--- config.mk ---
export PLATFORM = sky130hd
export DESIGN_NAME = aes_ram
export DESIGN_NICKNAME = d
export VERILOG_FILES = /design/src/hdl/aes_ram.sv
export SDC_FILE = /design/constraint.sdc
export NUM_CORES = 2
export LEC_CHECK = 0
export BUFFER_PORTS_ARGS = -buffer_cell sky130_fd_sc_hd__buf_4
export CAP_MARGIN = 20
export CORE_UTILIZATION = 40
export CTS_BUF_LIST = sky130_fd_sc_hd__clkbuf_16
export CTS_CLUSTER_SIZE = 24
export DETAILED_ROUTE_END_ITERATION = 6
export PLACE_DENSITY = 0.56
export SYNTH_ARGS = -nofsm -noshare
export SYNTH_HDL_FRONTEND = slang
export SYNTH_SLANG_ARGS = --single-unit
--- constraint.sdc ---
create_clock -name clk -period 12.35 [get_ports clk]
set_clock_uncertainty 0.15 [all_clocks]
set_input_delay 2.47 -clock clk [delete_from_list [all_inputs] [get_ports clk]]
set_output_delay 2.47 -clock clk [all_outputs]
set_load 0.05 [all_outputs]
--- src/hdl/aes_ram.sv ---
module aes_ram #(
    parameter int WIDTH = 32,
    parameter int DEPTH = 64
) (
    input  logic                     clk,
    input  logic                     we,
    input  logic [$clog2(DEPTH)-1:0] waddr,
    input  logic [WIDTH-1:0]         wdata,
    input  logic [$clog2(DEPTH)-1:0] raddr,
    output logic [WIDTH-1:0]         rdata
);

    logic [WIDTH-1:0] mem [DEPTH];

    always_ff @(posedge clk)
    begin
        if (we)
        begin
            mem[waddr] <= wdata;
        end
        rdata <= mem[raddr];
    end

endmodule

==> metrics.md <==
| Metric | Value |
|---|---|
| Pins Over Slew Limit | 0 |
| LEAKAGE | 27.61 nW |
| IO Pins | 78 |
| Sum Neg Setup Slack | 0 ns |
| Unrepaired setup endpoints after global routing | false |
| Antenna-violating nets left | 0 |
| P per Cell Area | 162.8 mW/mm^2 |
| Final core occ | 0.4572 |
| Worst Path Max Fanout | 67 |
| Worst R2R Setup Slack | 9.69 ns |
| Setup bufs post-CTS | 0 |
| Most common cell after layout, fill and taps aside | edfxtp_1 |
| Max Cap Viol | 0 |
| Sequential Area | 0.06214 sq mm |
| Post-Route WL | 208800 um |
| Worst Hold Slack | 0.6159 ns |
| Initial antenna violation count | 20 |
| CTS buffer count | 205 |
| Cells after synthesis | 3324 |
| Crit end category | register |
| Cts repair resizes | 0 |
| Int Power | 11.32 mW |
| Critical path class | in -> reg |
| Via density per instance | 5.728 |
| Num rows | 162 |
| Core Area | 0.1950 sq mm |
| Period minus WS final | 5.901 ns |
| Clk pwr share | 0.404 |
| Cell Area, Synth | 0.07852 sq mm |
| Final Instance Area | 0.08914 sq mm |
| Sequential-to-total area share from yosys stat | 0.7914 |
| Clk Latency, worst-skew pair | 0.84 ns |
| Final net count | 3574 |
| Die X | 445.0 um |
| Commonest cells after routing, fill and taps aside | edfxtp_1 (2048), mux4_2 (544), clkbuf_16 (209) |
| Starting density of the core | 0.4027 |
| Root Buffer | clkbuf_16 |
| Combinational group share of total power | 0.054 |
| Die Area | 0.1981 sq mm |
| Final setup fails | 0 |
| Critical Path AT | 6.44 ns |
| Via count | 36270 |
| Part of the power in registers | 0.541 |
| CP Launch Type | input port |
| Relative slew slack | 0.2419 |
| Cell Area, Placed | 0.08283 sq mm |
| Congestion Overflow GR | 0 |
| Largest net degree at the start of global routing | 135 |
| Worst slew pin tran | 1.137 ns |
| Die height | 445.0 um |
| Final GP Congestion | 0.7646 |
| Final hold violations | 0 |
| Initial DRT Pass Iterations | 5 |
| Worst Hold Class | reg -> reg |
| Avg WL per Cell | 32.97 um |
| Tot GR Track Use | 0.2120 |
| Bufs on Longest Clock Path | 3 |
| Global-route wire length before repair | 291900 um |
| Post-DP HPWL | 110000 um |
| Clock sink count | 2080 |
| Switching portion of total power | 0.2200 |
| Highest Clock Rate | 0.1695 GHz |
| DRC Markers | 0 |
| Synth Warn # | 0 |
| Iter 0 DRT Violations | 3983 |
| Area grow syn2layout | 13.53% |
| Net switching power | 3.193 mW |
| Clock Pin Slew Worst Setup and Hold Paths | 0.06 ns |
| Register bit total from synthesis | 2080 |
| Fill cells | 16210 |
| Yosys cell types | 34 |
| Ratio of cells with drive above 1 in the final layout | 0.2846 |
| Port bufs | 77 |
| Critical Path RT | 12.88 ns |
| CTS tree | yes |
| Htree depth | 4 |
| Mean Syn Cell Area | 23.62 sq um |
| Vias in the first global route | 36880 |
| CTS Hold Bufs | 0 |
| Mapped Nets | 3370 |
| Peak supply drop | 0.1398 mV |
| Multi-input combinational cell area | 0.01597 sq mm |
| Status | complete, no violations |
| Tcrit/Tclk final | 0.4778 |
-- synth_stat cells --
library cell,number,area share
mux4_2,544,0.16
or3b_1,2,0.00022
dfxtp_1,32,0.0082
nor2_1,137,0.0065
o221ai_1,27,0.0030
buf_2,57,0.0036
or3b_2,3,0.00033
or2_0,1,0.000080
buf_1,21,0.0010
nand3b_1,5,0.00048
mux2i_1,93,0.012
a21oi_1,62,0.0040
or3_1,3,0.00024
or2_2,1,0.000080
nor2b_1,15,0.0012
buf_4,25,0.0024
nand3_1,5,0.00032
or2_1,1,0.000080
clkbuf_1,74,0.0035
a31oi_1,1,0.000080
nor3_1,7,0.00045
nand4b_1,1,0.00011
edfxtp_1,2048,0.78
nand4_1,2,0.00016
a22oi_1,12,0.0011
o22ai_1,84,0.0067
nand2_1,26,0.0012
and2_1,2,0.00016
nand2b_1,8,0.00064
a41o_1,4,0.00051
o32ai_1,4,0.00045
and3_1,4,0.00032
a311oi_1,8,0.00089
buf_6,5,0.00072
-- power groups by stage --
stage	Combinational, mW	Clock, mW	Sequential [mW]
after floorplan	0.380	0	8.03
after global placement	0.800	0	8.01
after detailed placement	0.807	0	8.01
after CTS	0.808	5.97	7.86
after global routing	0.833	6.23	7.86
final	0.791	5.87	7.86
-- state kept, by name, indices dropped and copies added, names as in the netlist --
name and count:
mem 2048, rdata 32
-- worst paths after layout --
| path | startpoint | end | depth (start not counted) |
|---|---|---|---|
| min | mem[29][4] | rdata[4] | 4 |
| max reg2reg | mem[3][25] | rdata[25] | 4 |
| min reg2reg | mem[29][4] | rdata[4] | 4 |
| max | raddr[0] | rdata[16] | 8 |
-- critical path, stage by stage --
cell and delay (ns):
buf_8 0.51, buf_4 0.73, buf_4 0.59, mux4_2 0.58, o22ai_1 0.29, nor2_1 0.17
a21oi_1 0.79, nor2_1 0.07
-- per-stage QoR --
step                      std cells  setup slack, ns  power (mW)
after global routing           6329            6.283       14.93
after floorplan                3324            6.570       8.413
after CTS                      6327            6.454       14.64
after detailed placement       5945            5.528       8.820
after global placement         5942            5.535       8.813
final                          6332            6.449       14.52
-- cell families (layout without fill, tap and decap cells) --
| kind of cell | after synthesis | count (layout) | synth area share |
|---|---|---|---|
| AOI/OAI and AO/OA | 202 | 202 | 0.01673 |
| buffers and inverters | 182 | 561 | 0.01128 |
| DFF | 2080 | 2080 | 0.7914 |
| muxes | 637 | 637 | 0.1679 |
| other | 0 | 5 | 0 |
| and+or+nand+nor | 223 | 223 | 0.01265 |
-- metal layers --
layer	wire (um)	up-vias	GRT usage	part of all wire
met5	21	-	0	0.00010
met4	4811	4	0.05389	0.023
met3	12620	248	0.03253	0.060
met2	103100	1179	0.3456	0.49
met1	88210	20150	0.2996	0.42
li1	-	14700	-	-
-- final cells by class --
type                    instances  area share
clock inverters               173     0.01199
well taps                    2624     0.03683
repair buffers                179     0.01613
diodes                          5   0.0001404
clock buffers                 209     0.05867
multi-input cells            1062      0.1792
flip-flops and latches       2080      0.6971
Power figures use the tool's default switching activity.
